<file path="config.mk">
export PLATFORM = sky130hd
export DESIGN_NAME = dht11_reader_with_relay_control_top
export DESIGN_NICKNAME = d
export VERILOG_FILES = /design/src/sv/dhtr_pkg.sv /design/src/sv/dhtr_front.sv /design/src/sv/dhtr_queue.sv /design/src/sv/dhtr_back.sv /design/src/sv/dht11_reader_with_relay_control_top.sv
export VERILOG_INCLUDE_DIRS = /design/src /design/src/sv
export SDC_FILE = /design/constraint.sdc
export NUM_CORES = 1
export LEC_CHECK = 0
export BUFFER_PORTS_ARGS = -buffer_cell sky130_fd_sc_hd__buf_4
export CAP_MARGIN = 25
export CORE_MARGIN = 2
export CORE_UTILIZATION = 38
export DETAILED_ROUTE_END_ITERATION = 7
export PLACE_DENSITY = 0.68
export SLEW_MARGIN = 0
export SYNTH_ARGS = -nofsm -noshare
export SYNTH_HDL_FRONTEND = slang
export SYNTH_SLANG_ARGS = --single-unit
</file>
<file path="constraint.sdc">
create_clock -name clock -period 8.15 [get_ports clock]
set_clock_uncertainty 0.2 [all_clocks]
set_input_delay 0.4075 -clock clock [delete_from_list [all_inputs] [get_ports clock]]
set_output_delay 0.4075 -clock clock [all_outputs]
set_load 0.05 [all_outputs]
</file>
<file path="src/sv/dht11_reader_with_relay_control_top_macros.svh">
// Assertion macros for the RTL files; dhtr_queue is the one that uses them.
`ifndef DHT11_READER_WITH_RELAY_CONTROL_TOP_MACROS_SVH
`define DHT11_READER_WITH_RELAY_CONTROL_TOP_MACROS_SVH

// Checked at every edge, quiet while reset is high.
`define DHTR_ASSERT(lbl, clk, rst, prop, msg) \
   lbl: assert property (@(posedge clk) disable iff (rst) (prop)) else $error(msg);

// Checked at every edge, reset included.
`define DHTR_ASSERT_ALWAYS(lbl, clk, prop, msg) \
   lbl: assert property (@(posedge clk) (prop)) else $error(msg);

`endif

</file>
<file path="src/sv/dhtr_pkg.sv">
`default_nettype none
package dhtr_pkg;

   localparam logic [6:0] MAX_CHANGES  = 7'd85;
   localparam logic [5:0] FRAME_BITS   = 6'd40;
   localparam logic [6:0] FIRST_BIT_CH = 7'd4;
   localparam int         QUEUE_DEPTH  = 2;

   // register indexes, byte address 4*index
   localparam logic [2:0] REG_BIT_THRESHOLD    = 3'd0;
   localparam logic [2:0] REG_TIMEOUT_COUNT    = 3'd1;
   localparam logic [2:0] REG_TEMP_LIMIT       = 3'd2;
   localparam logic [2:0] REG_HUMID_LIMIT      = 3'd3;
   localparam logic [2:0] REG_HEATER_AUTO      = 3'd4;
   localparam logic [2:0] REG_HEATER_MANUAL_ON = 3'd5;
   localparam logic [2:0] REG_FAN_AUTO         = 3'd6;
   localparam logic [2:0] REG_FAN_MANUAL_ON    = 3'd7;

   typedef struct packed {
      logic [7:0] bit_threshold;
      logic [7:0] timeout_count;
      logic [8:0] temp_limit;
      logic [8:0] humid_limit;
      logic       heater_auto;
      logic       heater_manual_on;
      logic       fan_auto;
      logic       fan_manual_on;
   } dhtr_cfg_type;

   // one finished read, handed from front to back
   typedef struct packed {
      logic [4:0][7:0] frame;
      logic            full;
      logic            timed;
   } dhtr_rec_type;

   // x/10 for 8-bit x: (x*205)>>11 is exact below 1029
   function automatic logic [7:0] div10(input logic [7:0] x);
      logic [15:0] p;
      p = {8'd0, x} * 16'd205;
      return {3'd0, p[15:11]};
   endfunction

endpackage
`default_nettype wire

</file>
<file path="src/sv/dhtr_front.sv">
`default_nettype none
module dhtr_front (
   input  wire logic                  clock,
   input  wire logic                  reset,
   input  wire dhtr_pkg::dhtr_cfg_type cfg,
   input  wire logic                  beat,
   input  wire logic                  op_start,
   input  wire logic                  pin,
   output logic                       push,
   output dhtr_pkg::dhtr_rec_type     rec
);
   import dhtr_pkg::*;

   logic            last_level_ff, last_level_in;
   logic [7:0]      level_count_ff, level_count_in;
   logic [6:0]      change_index_ff, change_index_in;
   logic [5:0]      bits_taken_ff, bits_taken_in;
   logic [4:0][7:0] frame_ff, frame_in;
   logic            read_active_ff, read_active_in;
   logic            push_in, timed_in;

   always_comb begin
      logic [2:0] k;
      last_level_in   = last_level_ff;
      level_count_in  = level_count_ff;
      change_index_in = change_index_ff;
      bits_taken_in   = bits_taken_ff;
      frame_in        = frame_ff;
      read_active_in  = read_active_ff;
      push_in         = 1'b0;
      timed_in        = 1'b0;
      k               = bits_taken_ff[5:3];
      if (beat) begin
         if (op_start) begin
            level_count_in  = 8'd0;
            change_index_in = 7'd0;
            bits_taken_in   = 6'd0;
            frame_in        = '0;
            read_active_in  = 1'b1;
         end else if (read_active_ff) begin
            if (pin == last_level_ff) begin
               level_count_in = level_count_ff + 8'd1;
               if (level_count_in == cfg.timeout_count) begin
                  push_in  = 1'b1;
                  timed_in = 1'b1;
               end
            end else begin
               last_level_in = pin;
               if (change_index_ff >= FIRST_BIT_CH && !change_index_ff[0] &&
                   bits_taken_ff < FRAME_BITS) begin
                  frame_in[k]   = {frame_ff[k][6:0], level_count_ff > cfg.bit_threshold};
                  bits_taken_in = bits_taken_ff + 6'd1;
               end
               change_index_in = change_index_ff + 7'd1;
               if (change_index_in >= MAX_CHANGES) begin
                  push_in = 1'b1;
               end else begin
                  level_count_in = 8'd1;
                  if (cfg.timeout_count == 8'd1) begin
                     push_in  = 1'b1;
                     timed_in = 1'b1;
                  end
               end
            end
            if (push_in) read_active_in = 1'b0;
         end
      end
   end

   always_ff @(posedge clock) begin
      if (reset) begin
         last_level_ff   <= 1'b1;
         level_count_ff  <= 8'd0;
         change_index_ff <= 7'd0;
         bits_taken_ff   <= 6'd0;
         frame_ff        <= '0;
         read_active_ff  <= 1'b0;
      end else begin
         last_level_ff   <= last_level_in;
         level_count_ff  <= level_count_in;
         change_index_ff <= change_index_in;
         bits_taken_ff   <= bits_taken_in;
         frame_ff        <= frame_in;
         read_active_ff  <= read_active_in;
      end
   end

   assign push      = push_in;
   assign rec.frame = frame_in;
   assign rec.full  = (bits_taken_in >= FRAME_BITS);
   assign rec.timed = timed_in;

endmodule
`default_nettype wire

</file>
<file path="src/sv/dhtr_queue.sv">
`default_nettype none
`include "dht11_reader_with_relay_control_top_macros.svh"
module dhtr_queue (
   input  wire logic                   clock,
   input  wire logic                   reset,
   input  wire logic                   push,
   input  wire dhtr_pkg::dhtr_rec_type push_rec,
   output logic                        full,
   input  wire logic                   pop,
   output logic                        head_valid,
   output dhtr_pkg::dhtr_rec_type      head_rec
);
   import dhtr_pkg::*;

   dhtr_rec_type entry_ff [QUEUE_DEPTH];
   logic         wr_ptr_ff, wr_ptr_in;
   logic         rd_ptr_ff, rd_ptr_in;
   logic [1:0]   count_ff, count_in;

   always_comb begin
      wr_ptr_in = wr_ptr_ff;
      rd_ptr_in = rd_ptr_ff;
      count_in  = count_ff;
      if (push) wr_ptr_in = ~wr_ptr_ff;
      if (pop)  rd_ptr_in = ~rd_ptr_ff;
      if (push && !pop) count_in = count_ff + 2'd1;
      if (pop && !push) count_in = count_ff - 2'd1;
   end

   always_ff @(posedge clock) begin
      if (reset) begin
         wr_ptr_ff <= 1'b0;
         rd_ptr_ff <= 1'b0;
         count_ff  <= 2'd0;
      end else begin
         wr_ptr_ff <= wr_ptr_in;
         rd_ptr_ff <= rd_ptr_in;
         count_ff  <= count_in;
      end
   end

   always_ff @(posedge clock) begin
      if (push) entry_ff[wr_ptr_ff] <= push_rec;
   end

   assign full       = (count_ff == 2'(QUEUE_DEPTH));
   assign head_valid = (count_ff != 2'd0);
   assign head_rec   = entry_ff[rd_ptr_ff];

   `DHTR_ASSERT(a_no_push_when_full, clock, reset, !(push && full), "push into full queue")
   `DHTR_ASSERT(a_count_in_range, clock, reset, count_ff <= 2'(QUEUE_DEPTH), "queue count overrun")
   `DHTR_ASSERT(a_ptrs_track_count, clock, reset,
      (count_ff == 2'd1) == (wr_ptr_ff != rd_ptr_ff), "queue pointers disagree with count")
   `DHTR_ASSERT(a_push_lands, clock, reset, (push && !pop) |=> head_valid, "pushed record lost")

endmodule
`default_nettype wire

</file>
<file path="src/sv/dhtr_back.sv">
`default_nettype none
module dhtr_back (
   input  wire logic                   clock,
   input  wire logic                   reset,
   input  wire dhtr_pkg::dhtr_cfg_type cfg,
   input  wire logic                   head_valid,
   input  wire dhtr_pkg::dhtr_rec_type head_rec,
   output logic                        pop,
   output logic                        out_valid,
   input  wire logic                   out_ready,
   output logic [23:0]                 out_data
);
   import dhtr_pkg::*;

   logic        temp_ff, unused_ff;
   logic [8:0]  temp_store_ff, temp_store_in;
   logic [8:0]  humid_store_ff, humid_store_in;
   logic        valid_ff;
   logic [21:0] data_ff, data_in;
   logic [7:0]  sum;
   logic        ok, heater, fan;

   assign pop = head_valid && (!valid_ff || out_ready);

   always_comb begin
      sum = head_rec.frame[0] + head_rec.frame[1] + head_rec.frame[2] + head_rec.frame[3];
      ok  = head_rec.full && (head_rec.frame[4] == sum);
      temp_store_in  = temp_store_ff;
      humid_store_in = humid_store_ff;
      if (ok) begin
         temp_store_in  = {1'b0, head_rec.frame[2]} + {1'b0, div10(head_rec.frame[3])};
         humid_store_in = {1'b0, head_rec.frame[0]} + {1'b0, div10(head_rec.frame[1])};
      end
      heater  = cfg.heater_auto ? (temp_store_in > cfg.temp_limit) : cfg.heater_manual_on;
      fan     = cfg.fan_auto ? (humid_store_in > cfg.humid_limit) : cfg.fan_manual_on;
      data_in = {fan, heater, humid_store_in, temp_store_in, head_rec.timed, ok};
   end

   always_ff @(posedge clock) begin
      if (reset) begin
         temp_store_ff  <= 9'd0;
         humid_store_ff <= 9'd0;
         valid_ff       <= 1'b0;
      end else begin
         if (pop) begin
            temp_store_ff  <= temp_store_in;
            humid_store_ff <= humid_store_in;
            valid_ff       <= 1'b1;
         end else if (out_ready) begin
            valid_ff <= 1'b0;
         end
      end
   end

   always_ff @(posedge clock) begin
      if (pop) data_ff <= data_in;
   end

   assign out_valid = valid_ff;
   assign out_data  = {2'b00, data_ff};

endmodule
`default_nettype wire

</file>
<file path="src/sv/dht11_reader_with_relay_control_top.sv">
// A read-ending beat's record is written to the record queue, then to the result register.
// One beat per cycle unless the queue is full; the per-tick step is combinational.
// A two-entry record queue parts the front from the result register, so each stalls alone.
// Reset (synchronous, active high) restores register defaults, line level high, no read.
// Stored temperature and humidity clear to zero on reset.
`default_nettype none
module dht11_reader_with_relay_control_top (
   input  wire logic        clock,
   input  wire logic        reset,
   input  wire logic        req_tvalid,
   output logic             req_tready,
   input  wire logic [7:0]  req_tdata,   // [0] pin_level
   input  wire logic        req_tuser,   // [0] operation
   output logic             rsp_tvalid,
   input  wire logic        rsp_tready,
   output logic [23:0]      rsp_tdata,   // [0] data_ok [1] timed_out [10:2] temp_value
                                         // [19:11] humid_value [20] heater_on [21] fan_on
   input  wire logic        csr_psel,
   input  wire logic        csr_penable,
   input  wire logic        csr_pwrite,
   input  wire logic [4:0]  csr_paddr,
   input  wire logic [31:0] csr_pwdata,
   output logic [31:0]      csr_prdata,
   output logic             csr_pready
);
   import dhtr_pkg::*;

   dhtr_cfg_type cfg_ff;
   dhtr_rec_type push_rec, head_rec;
   logic         push, q_full, pop, head_valid, beat, csr_wr;

   assign csr_pready = 1'b1;
   assign csr_wr     = csr_psel && csr_penable && csr_pwrite;

   always_ff @(posedge clock) begin
      if (reset) begin
         cfg_ff.bit_threshold    <= 8'd16;
         cfg_ff.timeout_count    <= 8'd255;
         cfg_ff.temp_limit       <= 9'd25;
         cfg_ff.humid_limit      <= 9'd25;
         cfg_ff.heater_auto      <= 1'b0;
         cfg_ff.heater_manual_on <= 1'b0;
         cfg_ff.fan_auto         <= 1'b0;
         cfg_ff.fan_manual_on    <= 1'b0;
      end else if (csr_wr) begin
         case (csr_paddr[4:2])
            REG_BIT_THRESHOLD:    cfg_ff.bit_threshold    <= csr_pwdata[7:0];
            REG_TIMEOUT_COUNT:    cfg_ff.timeout_count    <= csr_pwdata[7:0];
            REG_TEMP_LIMIT:       cfg_ff.temp_limit       <= csr_pwdata[8:0];
            REG_HUMID_LIMIT:      cfg_ff.humid_limit      <= csr_pwdata[8:0];
            REG_HEATER_AUTO:      cfg_ff.heater_auto      <= csr_pwdata[0];
            REG_HEATER_MANUAL_ON: cfg_ff.heater_manual_on <= csr_pwdata[0];
            REG_FAN_AUTO:         cfg_ff.fan_auto         <= csr_pwdata[0];
            REG_FAN_MANUAL_ON:    cfg_ff.fan_manual_on    <= csr_pwdata[0];
            default: ;
         endcase
      end
   end

   always_comb begin
      case (csr_paddr[4:2])
         REG_BIT_THRESHOLD:    csr_prdata = {24'd0, cfg_ff.bit_threshold};
         REG_TIMEOUT_COUNT:    csr_prdata = {24'd0, cfg_ff.timeout_count};
         REG_TEMP_LIMIT:       csr_prdata = {23'd0, cfg_ff.temp_limit};
         REG_HUMID_LIMIT:      csr_prdata = {23'd0, cfg_ff.humid_limit};
         REG_HEATER_AUTO:      csr_prdata = {31'd0, cfg_ff.heater_auto};
         REG_HEATER_MANUAL_ON: csr_prdata = {31'd0, cfg_ff.heater_manual_on};
         REG_FAN_AUTO:         csr_prdata = {31'd0, cfg_ff.fan_auto};
         REG_FAN_MANUAL_ON:    csr_prdata = {31'd0, cfg_ff.fan_manual_on};
         default:              csr_prdata = 32'd0;
      endcase
   end

   assign req_tready = !q_full;
   assign beat       = req_tvalid && req_tready;

   dhtr_front u_front (
      .clock    (clock),
      .reset    (reset),
      .cfg      (cfg_ff),
      .beat     (beat),
      .op_start (req_tuser),
      .pin      (req_tdata[0]),
      .push     (push),
      .rec      (push_rec)
   );

   dhtr_queue u_queue (
      .clock      (clock),
      .reset      (reset),
      .push       (push),
      .push_rec   (push_rec),
      .full       (q_full),
      .pop        (pop),
      .head_valid (head_valid),
      .head_rec   (head_rec)
   );

   dhtr_back u_back (
      .clock      (clock),
      .reset      (reset),
      .cfg        (cfg_ff),
      .head_valid (head_valid),
      .head_rec   (head_rec),
      .pop        (pop),
      .out_valid  (rsp_tvalid),
      .out_ready  (rsp_tready),
      .out_data   (rsp_tdata)
   );

endmodule
`default_nettype wire

</file>
# Word-level counts from Yosys, hierarchy flattened
# Memories as Yosys holds them, arrays and structs flattened. A register that Yosys moved wholly into a read port is not among the register bits.
# Index checks and enable logic that the tools add are counted.
# totals
reg_bits,146
ram_bits,84
output_inout_bits,59
n_memories,1
# classes
add_sub_neg,10
multipliers,2
order_cmp,9
eq_ne,14
n_mux,53
bitwise,4
n_reduce_logical,32
# memory_table
memory,words,width,rd,rd_clocked_by_memory_dff,wr,line,rtl
u_queue.entry_ff,2,42,1,1,1,dhtr_queue.sv:15,dhtr_rec_type entry_ff [QUEUE_DEPTH];
# ops
cell,count
$pmux W32 S8,1
$mux W40,5
$bwmux W40,1
$mux W8,5
$mul A8 B8 Y16 const B,2
$mux W6,5
$mux W7,4
$mux W1,26
$add A8 B8 Y8,3
$bmux W8 S3,1
$demux W8 S3,1
$add A8 B5 Y9,2
$gt A9 B9 Y1,2
$mux W9,2
$eq A8 B8 Y1,2
$reduce_and A2 Y1,8
$eq A3 B3 Y1 const B,4
$logic_and A1 B1 Y1,10
$add A8 B1 Y8 const B,1
$eq A8 B1 Y1 const B,1
$gt A8 B8 Y1,1
$reduce_bool A2 Y1,4
$add A7 B1 Y7 const B,1
$ge A7 B3 Y1 const B,1
21 further kinds,31

# Longest topological paths before layout
# Gate-level depths: netlist of the first run.
# logic_depth
ltp_word,13
depth_mapped,36

# By module
# Synthesis of the first run repeated with hierarchy kept, for this count alone.
# unflattened
hier_cells,1405
hier_area_um2,14747.9
# modules_own_cells
module,n_inst,cells_per_inst,area_per_inst_um2,seq_area_each_um2
dhtr_back,1,558,5545.3,1041.0
dhtr_front,1,482,3888.7,1261.2
dhtr_queue,1,153,3228.1,2622.5
dht11_reader_with_relay_control_top,1,212,2085.8,760.7

# Worst setup path before layout of the first run
# OpenSTA, ideal clock, no wires.
# synth_timing
path_type,flip-flop to flip-flop
startpoint,reg (tool-made name)
endpoint,reg u_back.data_ff[20] (data pin)
arrival_time_ns,7.506
path_slack_ns,0.182
stages_incl_launch_ff,33
path_buffers,5
synth_period_minus_slack_ns,7.968
path_cell_list,dfxtp_1 > buf_6 > buf_6 > buf_2 > buf_1 > clkbuf_1 > mux2_2 > ha_1 > fa_1 > fa_1 > inv_1 > fa_1 > inv_1 > ha_1 > o21a_1 > o21ai_0 > o31ai_1 > or2_2 > a21oi_1 > xnor2_1 > ha_1 > a221oi_1 > nor2b_1 > o21ai_0 > nor3_1 > mux2_1 > ha_1 > nand4_1 > nor2_1 > nand4_1 > and3_1 > a21oi_1 > o21ai_0
# synth_lines
item,line,rtl
to (signal assigned),dhtr_back.sv:56,if (pop) data_ff <= data_in;
to (decl),dhtr_back.sv:19,"logic [21:0] data_ff, data_in;"

==> results.py, run 1 <==
metrics = {
    "status": {
        "status": "completed",
    },
    "route": {
        "drc": 0,
        "dr.pass1.iters": 5,
        "num_vias": 10050,
        "via_per_inst": 5.169,
        "drt-total-wl_um": 32300,
        "ant_nets": 0,
        "drt_iter0_drc": 595,
        "wl_per_cell_um": 16.61,
    },
    "die": {
        "ioPinCount": 112,
        "initial_core_util_pct": 38.34,
        "die_x_um": 198.2,
        "die_y_um": 198.2,
        "rows": 71,
        "die_area_um2": 39300,
        "core_um2": 37400,
    },
    "clock_network": {
        "numCtsBuffers": 25,
        "cts.path.max_buffers": 3,
        "clk_pin_slew_ns": 0.06,
        "cts_root_buf": "clkbuf_16",
        "cts_tree": "built",
        "worstSkewPairLatency_ns": 0.52,
        "h-tree-depth": 1,
        "postCtsSetupRepairBufs": 0,
        "cts.sinks": 231,
    },
    "layout": {
        "antenna_cells": 0,
        "layout-drive-gt1-share_pct": 12.00,
        "nets": 1643,
        "finish.utilization_pct": 43.12,
        "syn2layout_area_growth_pct": 12.47,
    },
    "power": {
        "p_leak_nw": 6.063,
        "ir_worst_vdd_v": 0.0001300,
        "power_mw": 2.448,
        "power_density_nw_per_um2": 151.8,
    },
    "worst_setup_path": {
        "r2r_end": "u_back.data_ff[21]",
        "critPathLaunchType": "flip-flop",
        "cpMostUsedCell": "ha_1",
        "rr_worst_depth": 28,
        "critPathArrivalTime_ns": 7.61,
        "critPathMaxFanout": 21,
        "slowest_delay_ns": 0.53,
        "critical_path_class": "flip-flop to flip-flop",
        "cp_slowest_cell": "fa_1",
        "end_kind": "flip-flop",
        "reg2reg_slack_ns": 0.60,
        "required_ns": 8.21,
    },
    "yosys": {
        "yosys_register_bits": 231,
        "synth_top_area_share_pct": 22.20,
        "synth_area_um2": 14340,
        "synth_area_leaders": "edfxtp_1, dfxtp_1, ha_1",
        "yosysTopAreaCell": "edfxtp_1",
        "ys_warn_count": 0,
        "synthFlopType": "dfxtp_1",
        "synthDistinctLibCells": 67,
        "synthArstFlopShare_pct": 0,
        "syn_inst": 1365,
        "seq_area_frac_synth_pct": 39.65,
        "synth_edf_count": 106,
        "avgSynthCellArea_um2": 10.50,
    },
    "sta": {
        "worst_slack_ns": 0.6025,
        "hold_violations": 0,
        "period_share_pct": 92.61,
        "final_max_slew_viol_count": 0,
        "finalSetupViolations": 0,
        "clock.fmax_mhz": 132.5,
        "tightest_slew_ns": 0.9767,
        "rsz0062_at_grt": "no",
        "setup-tns-final_ns": 0,
        "post-route-min-period_ns": 7.547,
        "max_slew_margin_pct": 34.80,
    },
    "placement": {
        "place_congestion": 0.8431,
        "io_buffers": 53,
        "dp_hpwl_um": 23640,
        "dp_slack_ns": 0.3910,
    },
    "global_routing": {
        "gr-usage-met1_pct": 22.89,
        "grt-ovfl-total": 0,
        "use_met3_pct": 1.737,
        "busiest_layer": "met2",
        "grt_pass1_vias": 9938,
        "grt_max_degree": 77,
        "grt.total_usage_pct": 16.63,
        "grt_pass1_wl_um": 52230,
        "antenna_found_initial": 0,
        "grt_util_met2_pct": 27.69,
    },
    "worst_hold_path": {
        "hold_path_end": "cfg_ff[0]",
        "hold_start": "csr_paddr[3]",
        "hold_path_class": "input port to flip-flop",
        "hold_depth": 5,
    },
    "run": {
        "cap_viol_max_count": 0,
    },
}
## critical path, delay by kind of cell, from the launching register on
| kind | cells | cell delay, ns |
|---|---|---|
| and+or+nand+nor | 7 | 0.81 |
| AOI/OAI and AO/OA | 8 | 1.63 |
| muxes | 2 | 0.80 |
| xor gates and xnor gates | 1 | 0.16 |
| adders and majority gates | 7 | 2.74 |
| buffers and inverters | 3 | 0.46 |
| DFF | 1 | 0.48 |
## state kept, by name (all words and copies together) (netlist names), named ones only
name,flops
u_front.read_active_ff,1
u_back.humid_store_ff,9
u_queue.entry_ff,84
u_queue.rd_ptr_ff,1
u_front.level_count_ff,8
u_front.bits_taken_ff,6
u_front.frame_ff,40
u_queue.wr_ptr_ff,1
u_front.last_level_ff,1
cfg_ff,38
u_back.data_ff,22
u_front.change_index_ff,7
u_back.out_valid,1
u_back.temp_store_ff,9
u_queue.count_ff,2
## report_power, final
part           internal, mW  switching, mW
combinational        0.0275         0.0803
clock                 0.665          0.469
sequential             1.20        0.00303
## Yosys cell counts (all sizes together) (21+ instances only)
master	instances
ha	139
dfxtp	125
nor2	116
edfxtp	106
inv	97
mux2i	94
nand2	87
o21ai	74
a21oi	49
buf	44
mux2	41
xnor2	39
fa	36
clkbuf	34
and2	33
xor2	27
nor2b	26
nand3	23
nor3	21
## final cells by class
cell class,instances,area [µm²]
Clock buffer,29,681.9
Clock inverter,16,151.4
Fill cell,3509,21270
Inverter,97,364.1
Multi-Input combinational cell,983,7970
Sequential cell,231,5689
Tap cell,511,639.4
Timing Repair Buffer,77,629.4
## per-stage QoR
stage | cell area, µm² | hold slack, ns | std cells
6_report | 16130 | 0.2102 | 1944
3_5_place_dp | 15130 | 0.2799 | 1885
3_3_place_gp | 15120 | 0.2659 | 1884
2_1_floorplan | 14430 | 0.2483 | 1389
4_1_cts | 16070 | 0.2010 | 1941
5_1_grt | 16130 | 0.2289 | 1944
## repair_timing
item | 4_1_cts | 5_1_grt
setup endpoints to repair | 0 | 2
hold buffers | 11 | 0
resized for setup | 0 | 3
hold endpoints to repair | 34 | 0
## how the worst max path moves through the flow
| stage | slack (ns) | start | to | cells after the start |
|---|---|---|---|---|
| after global placement | 0.47 | flip-flop | u_back.data_ff[20] | 28 |
| final | 0.60 | flip-flop | u_back.data_ff[21] | 28 |
| after CTS | 0.37 | flip-flop | u_back.data_ff[20] | 29 |
| after detailed placement | 0.39 | flip-flop | u_back.data_ff[20] | 29 |
| after global routing | 0.09 | flip-flop | u_back.data_ff[21] | 29 |
| after floorplan | 0.18 | flip-flop | u_back.data_ff[20] | 32 |
## placed cells by master (no fill, tap or decap), drive strengths merged, types with 13 or more instances in the layout
cell	n
ha	139
dfxtp	125
nor2	116
edfxtp	106
inv	98
mux2i	94
nand2	87
o21ai	74
buf	66
a21oi	49
mux2	41
xnor2	39
fa	36
and2	33
clkbuf	29
xor2	27
nor2b	26
conb	26
nand3	23
nor3	21
a21o	13
nand4	13
mux4	13
## per-layer routing
| metal | vias to the layer above | wire, µm |
|---|---|---|
| met5 | - | 0 |
| met4 | 0 | 766 |
| met3 | 53 | 1330 |
| met2 | 191 | 15280 |
| met1 | 4934 | 14920 |
| li1 | 4871 | - |
## cell families (layout without fill, tap and decap cells)
group,count (synthesis),count (layout),synth area share [%]
AND/OR/NAND/NOR,371,371,13.01
buffers and inverters,175,219,5.576
multiplexers,148,148,11.82
other,2,26,0.05238
adder cells (fa/ha/maj),175,175,17.16
flip-flops,231,231,39.65
XOR/XNOR,67,67,4.302
AO/OA/AOI/OAI,196,196,8.421
No activity file was read; power rests on OpenSTA's default activity.
==> run 2, diff against run 1 <==
- CTS_BUF_LIST: not set -> sky130_fd_sc_hd__clkbuf_16
==> run 2 against run 1 <==
Against the previous run:
- via count shrank 0.21%
- final cell count unchanged
- clock power hardly changed
- hold slack improved by 0.0030 ns
- design area fell by 0.12%
- worst setup slack got worse by 0.0079 ns
- wire length down 0.11%
- sequential share of layout area hardly changed
- fmax shrank 0.10%
- clock-buffer cell count down 3
- largest cell class unchanged
- largest power group unchanged
==> results.py, run 2 (synthesized netlist as in run 1, its figures left out) <==
metrics = {
    "worst_setup_path": {
        "reg2reg_slack_ns": 0.59,
        "worst-path-buf-inv": 3,
        "critPathMaxFanout": 21,
        "cp_slowest_cell": "fa_1",
        "rr_worst_depth": 28,
        "cp_top_family": "adder cells",
        "critPathArrivalTime_ns": 7.61,
        "slowest_delay_ns": 0.53,
        "cpMostUsedCell": "ha_1",
        "end_kind": "flip-flop",
        "critPathLaunchType": "flip-flop",
        "critical_path_class": "flip-flop to flip-flop",
        "crit_cells": 28,
        "required_ns": 8.21,
    },
    "power": {
        "power_density_nw_per_um2": 150.6,
        "ir_worst_vdd_v": 0.0001302,
        "p_leak_nw": 6.056,
    },
    "layout": {
        "nets": 1643,
        "largest_register_ffs": 84,
        "top_register": "u_queue.entry_ff",
        "final_cell_mix": "ha_1, dfxtp_1, nor2_1",
        "syn2layout_area_growth_pct": 12.33,
        "final_common_cell": "ha_1",
        "top_regs": "u_queue.entry_ff: 84 flops, u_front.frame_ff: 40 flops, cfg_ff: 38 flops",
        "nFillCells": 3510,
        "antenna_cells": 0,
        "layout-drive-gt1-share_pct": 11.86,
    },
    "sta": {
        "tightest_slew_ns": 0.9711,
        "clock.fmax_mhz": 132.4,
        "final_max_slew_viol_count": 0,
        "post-route-min-period_ns": 7.555,
        "rsz0062_at_grt": "no",
        "max_slew_margin_pct": 35.17,
        "period_share_pct": 92.70,
        "setup-tns-final_ns": 0,
        "finalSetupViolations": 0,
        "timing.hold.ws_ns": 0.2132,
        "hold_violations": 0,
    },
    "route": {
        "num_vias": 10030,
        "drt_iter0_drc": 620,
        "drt-total-wl_um": 32260,
        "ant_nets": 0,
        "wl_per_cell_um": 16.59,
        "via_per_inst": 5.158,
        "drc": 0,
        "dr.pass1.iters": 5,
    },
    "die": {
        "die_x_um": 198.2,
        "initial_core_util_pct": 38.34,
        "ioPinCount": 112,
        "core_um2": 37400,
        "rows": 71,
        "die_area_um2": 39300,
        "die_y_um": 198.2,
    },
    "global_routing": {
        "grt_pass1_vias": 9936,
        "grt_pass1_wl_um": 52230,
        "grt.total_usage_pct": 16.63,
        "grt_max_degree": 77,
        "antenna_found_initial": 0,
        "grt-ovfl-total": 0,
    },
    "clock_network": {
        "cts.sinks": 231,
        "cts_tree": "built",
        "clk_pin_slew_ns": 0.06,
        "cts.path.max_buffers": 3,
        "worstSkewPairLatency_ns": 0.52,
        "numCtsBuffers": 25,
        "h-tree-depth": 1,
        "cts_root_buf": "clkbuf_16",
    },
    "status": {
        "status": "completed",
    },
    "placement": {
        "io_buffers": 53,
        "place_congestion": 0.8431,
        "dp_hpwl_um": 23640,
    },
    "run": {
        "cap_viol_max_count": 0,
    },
    "worst_hold_path": {
        "hold_path_class": "input port to flip-flop",
        "hold_depth": 5,
    },
}
[run 2: cell types whose count changed in the layout (fill, tap and decap cells not counted), sizes merged]
cell | previous run | this run
inv | 98 | 99
clkinv | 9 | 11
clkbuf | 29 | 26
[run 2: area by class of cell]
type,instances,area (µm²),share of cell area [%]
well taps,511,639.4,3.970
clock buffers,26,650.6,4.040
flip-flops and latches,231,5689,35.32
multi-input cells,983,7970,49.49
repair buffers,77,629.4,3.908
clock inverters,19,162.7,1.010
inverters,97,364.1,2.261
[run 2: worst register-to-register path: cells and delay by family, from the launching register on]
family | cells | cell delay, ns
simple gates | 7 | 0.81
xor+xnor | 1 | 0.16
fa+ha+maj | 7 | 2.74
mux | 2 | 0.82
buf+inv | 3 | 0.47
flops | 1 | 0.48
compound gates | 8 | 1.63
[run 2: what timing repair did]
item                                    4_1_cts  5_1_grt
hold endpoints to repair                     34        0
resized for setup                             0        3
endpoints found under the setup margin        0        2
setup buffers                                 0        0
hold buffers                                 11        0
[run 2: through the flow]
stage                     util (%)  power (mW)  setup slack (ns)  area [µm²]  cells
after floorplan                  -       1.316            0.1822       14430   1389
after global placement       40.43       1.333            0.4695       15120   1884
after detailed placement     40.46       1.335            0.3910       15130   1885
after CTS                    42.93       2.441            0.3666       16050   1941
after global routing         43.06       2.498           0.09117       16110   1944
final                        43.06       2.425            0.5946       16110   1944
[run 2: path summary, 6_finish.rpt]
| check | startpoint | end |
|---|---|---|
| setup / recovery | flip-flop | u_back.data_ff[21] |
| hold / removal | csr_paddr[3] | cfg_ff[0] |
| setup reg to reg | flip-flop | u_back.data_ff[21] |
| hold reg to reg | u_back.temp_store_ff[6] | u_back.temp_store_ff[6] |
[run 2: routing by layer]
metal / up-vias / global-route usage (%) / share of wire [%]
met2: 209 / 27.69 / 47
met3: 51 / 1.737 / 4.4
met5: - / 0 / 0
met1: 4899 / 22.89 / 46
li1: 4869 / - / -
met4: 0 / 4.734 / 2.4
[run 2: power by group]
group	internal [mW]	switching, mW	leakage (nW)	total (mW)
registers	1.20	0.00304	1.93	1.21
clock network	0.645	0.466	0.391	1.11
logic	0.0275	0.0801	3.74	0.108
total	1.88	0.549	6.06	2.42
==> run 3, diff against run 2 <==
- BUFFER_PORTS_ARGS: -buffer_cell sky130_fd_sc_hd__buf_4 -> -buffer_cell sky130_fd_sc_hd__clkbuf_2
==> run 3 against run 2 <==
Against the previous run:
- fmax down 2.7%
- die area unchanged
- first-iteration DRC count up 6.0%
==> results.py, run 3 (synthesized netlist as in run 1, its figures left out) <==
metrics = {
    "power": {
        "p_switching_uw": 552.2,
        "pwr-share-clk_pct": 46.2,
        "pwr-share-seq_pct": 49.6,
        "internal-power_mw": 1.882,
        "p_leak_nw": 6.026,
        "power_density_nw_per_um2": 152.5,
        "combPwrFrac_pct": 4.2,
        "ir_worst_vdd_v": 0.0001258,
        "p_sw_share_pct": 22.69,
    },
    "sta": {
        "period_share_pct": 95.24,
        "post-route-min-period_ns": 7.762,
        "max_slew_margin_pct": 32.44,
        "finalSetupViolations": 0,
        "clock.fmax_mhz": 128.8,
        "hold_violations": 0,
        "final_max_slew_viol_count": 0,
        "tightest_slew_ns": 1.010,
        "rsz0062_at_grt": "no",
        "setup-tns-final_ns": 0,
    },
    "clock_network": {
        "cts.path.max_buffers": 3,
        "clk_pin_slew_ns": 0.06,
        "h-tree-depth": 1,
        "cts.sinks": 231,
        "postCtsSetupRepairBufs": 0,
        "numCtsBuffers": 25,
        "cts_tree": "built",
        "worstSkewPairLatency_ns": 0.52,
        "cts_root_buf": "clkbuf_16",
    },
    "worst_setup_path": {
        "cp_slowest_cell": "fa_1",
        "critical_path_class": "flip-flop to flip-flop",
        "cpMostUsedCell": "ha_1",
        "slowest_delay_ns": 0.54,
        "end_kind": "flip-flop",
        "required_ns": 8.22,
        "critPathArrivalTime_ns": 7.83,
        "critPathLaunchType": "flip-flop",
        "critPathMaxFanout": 17,
    },
    "global_routing": {
        "antenna_found_initial": 0,
        "grt-ovfl-total": 0,
        "grt_pass1_wl_um": 52220,
        "grt_pass1_vias": 9926,
        "grt_max_degree": 77,
        "grt.total_usage_pct": 16.65,
    },
    "route": {
        "ant_nets": 0,
        "drt_iter0_drc": 657,
        "dr.pass1.iters": 5,
        "via_per_inst": 5.147,
        "drc": 0,
        "wl_per_cell_um": 16.58,
        "drt-total-wl_um": 32220,
        "num_vias": 10000,
    },
    "die": {
        "initial_core_util_pct": 38.34,
        "core_um2": 37400,
        "die_area_um2": 39300,
        "die_x_um": 198.2,
        "rows": 71,
        "ioPinCount": 112,
        "die_y_um": 198.2,
    },
    "placement": {
        "place_congestion": 0.8478,
        "io_buffers": 53,
        "dp_hpwl_um": 23940,
    },
    "layout": {
        "antenna_cells": 0,
        "final_common_cell": "ha_1",
        "largest_register_ffs": 84,
        "top_regs": "u_queue.entry_ff: 84 flops, u_front.frame_ff: 40 flops, cfg_ff: 38 flops",
        "nFillCells": 3564,
        "top_register": "u_queue.entry_ff",
        "finish.utilization_pct": 42.67,
        "syn2layout_area_growth_pct": 11.29,
        "final_cell_mix": "ha_1, dfxtp_1, nor2_1",
        "nets": 1642,
        "layout-drive-gt1-share_pct": 11.73,
    },
    "worst_hold_path": {
        "hold_path_class": "input port to flip-flop",
        "hold_start": "csr_pwdata[0]",
    },
    "run": {
        "cap_viol_max_count": 0,
    },
    "status": {
        "status": "completed",
    },
}
==> run 3: final timing paths <==
| kind | end | slack (ns) | cells past startpoint |
|---|---|---|---|
| max | u_back.data_ff[20] | 0.39 | 29 |
| min | cfg_ff[1] | 0.06 | 3 |
| max reg2reg | u_back.data_ff[20] | 0.39 | 29 |
| min reg2reg | u_back.temp_store_ff[2] | 0.29 | 2 |
==> run 3: power by group through the flow <==
stage               clock network [mW]  logic, mW  registers, mW
global route                      1.19      0.111           1.21
finish                            1.13      0.102           1.21
floorplan                            0     0.0852           1.23
global placement                     0     0.0972           1.23
CTS                               1.14      0.102           1.21
detailed placement                   0     0.0985           1.23
==> run 3: cell type report <==
type,count,area [µm²],area share (%)
Clock buffer,25,625.6,3.921
Clock inverter,20,187.7,1.176
Sequential cell,231,5689,35.65
Tap cell,511,639.4,4.007
Inverter,97,364.1,2.282
Multi-Input combinational cell,983,7964,49.91
Timing Repair Buffer,76,486.7,3.050
==> run 3: repair_timing <==
action	4_1_cts	5_1_grt
hold buffers	10	0
resized for setup	0	1
setup endpoints to repair	0	2
endpoints found under the hold margin	26	0
==> run 3: routing by layer <==
layer,share of wire [%],GRT usage (%),vias to the layer above,wire [µm]
li1,-,-,4853,-
met1,46,22.59,4879,14730
met2,48,27.67,215,15420
met3,4.0,2.095,53,1281
met4,2.4,5.152,0,789
met5,0,0,-,0
==> run 3: through the flow <==
stage	instance area (µm²)	total power [mW]	std cells	hold slack [ns]	setup WS, ns
final	15960	2.434	1943	0.06443	0.3882
after global routing	15960	2.507	1943	0.07203	0.003612
after CTS	15910	2.453	1940	0.04960	0.2620
after detailed placement	14990	1.330	1885	0.2785	0.3229
after global placement	14990	1.329	1885	0.2662	0.4429
after floorplan	14430	1.316	1389	0.2483	0.1822
==> run 3: critical path, delay by kind of cell, from the launching register on <==
| kind | cells | cell delay, ns |
|---|---|---|
| compound gates | 7 | 1.50 |
| xor+xnor | 1 | 0.21 |
| fa+ha+maj | 7 | 2.78 |
| buf+inv | 3 | 0.31 |
| flops | 1 | 0.49 |
| mux | 2 | 0.69 |
| simple gates | 9 | 1.33 |
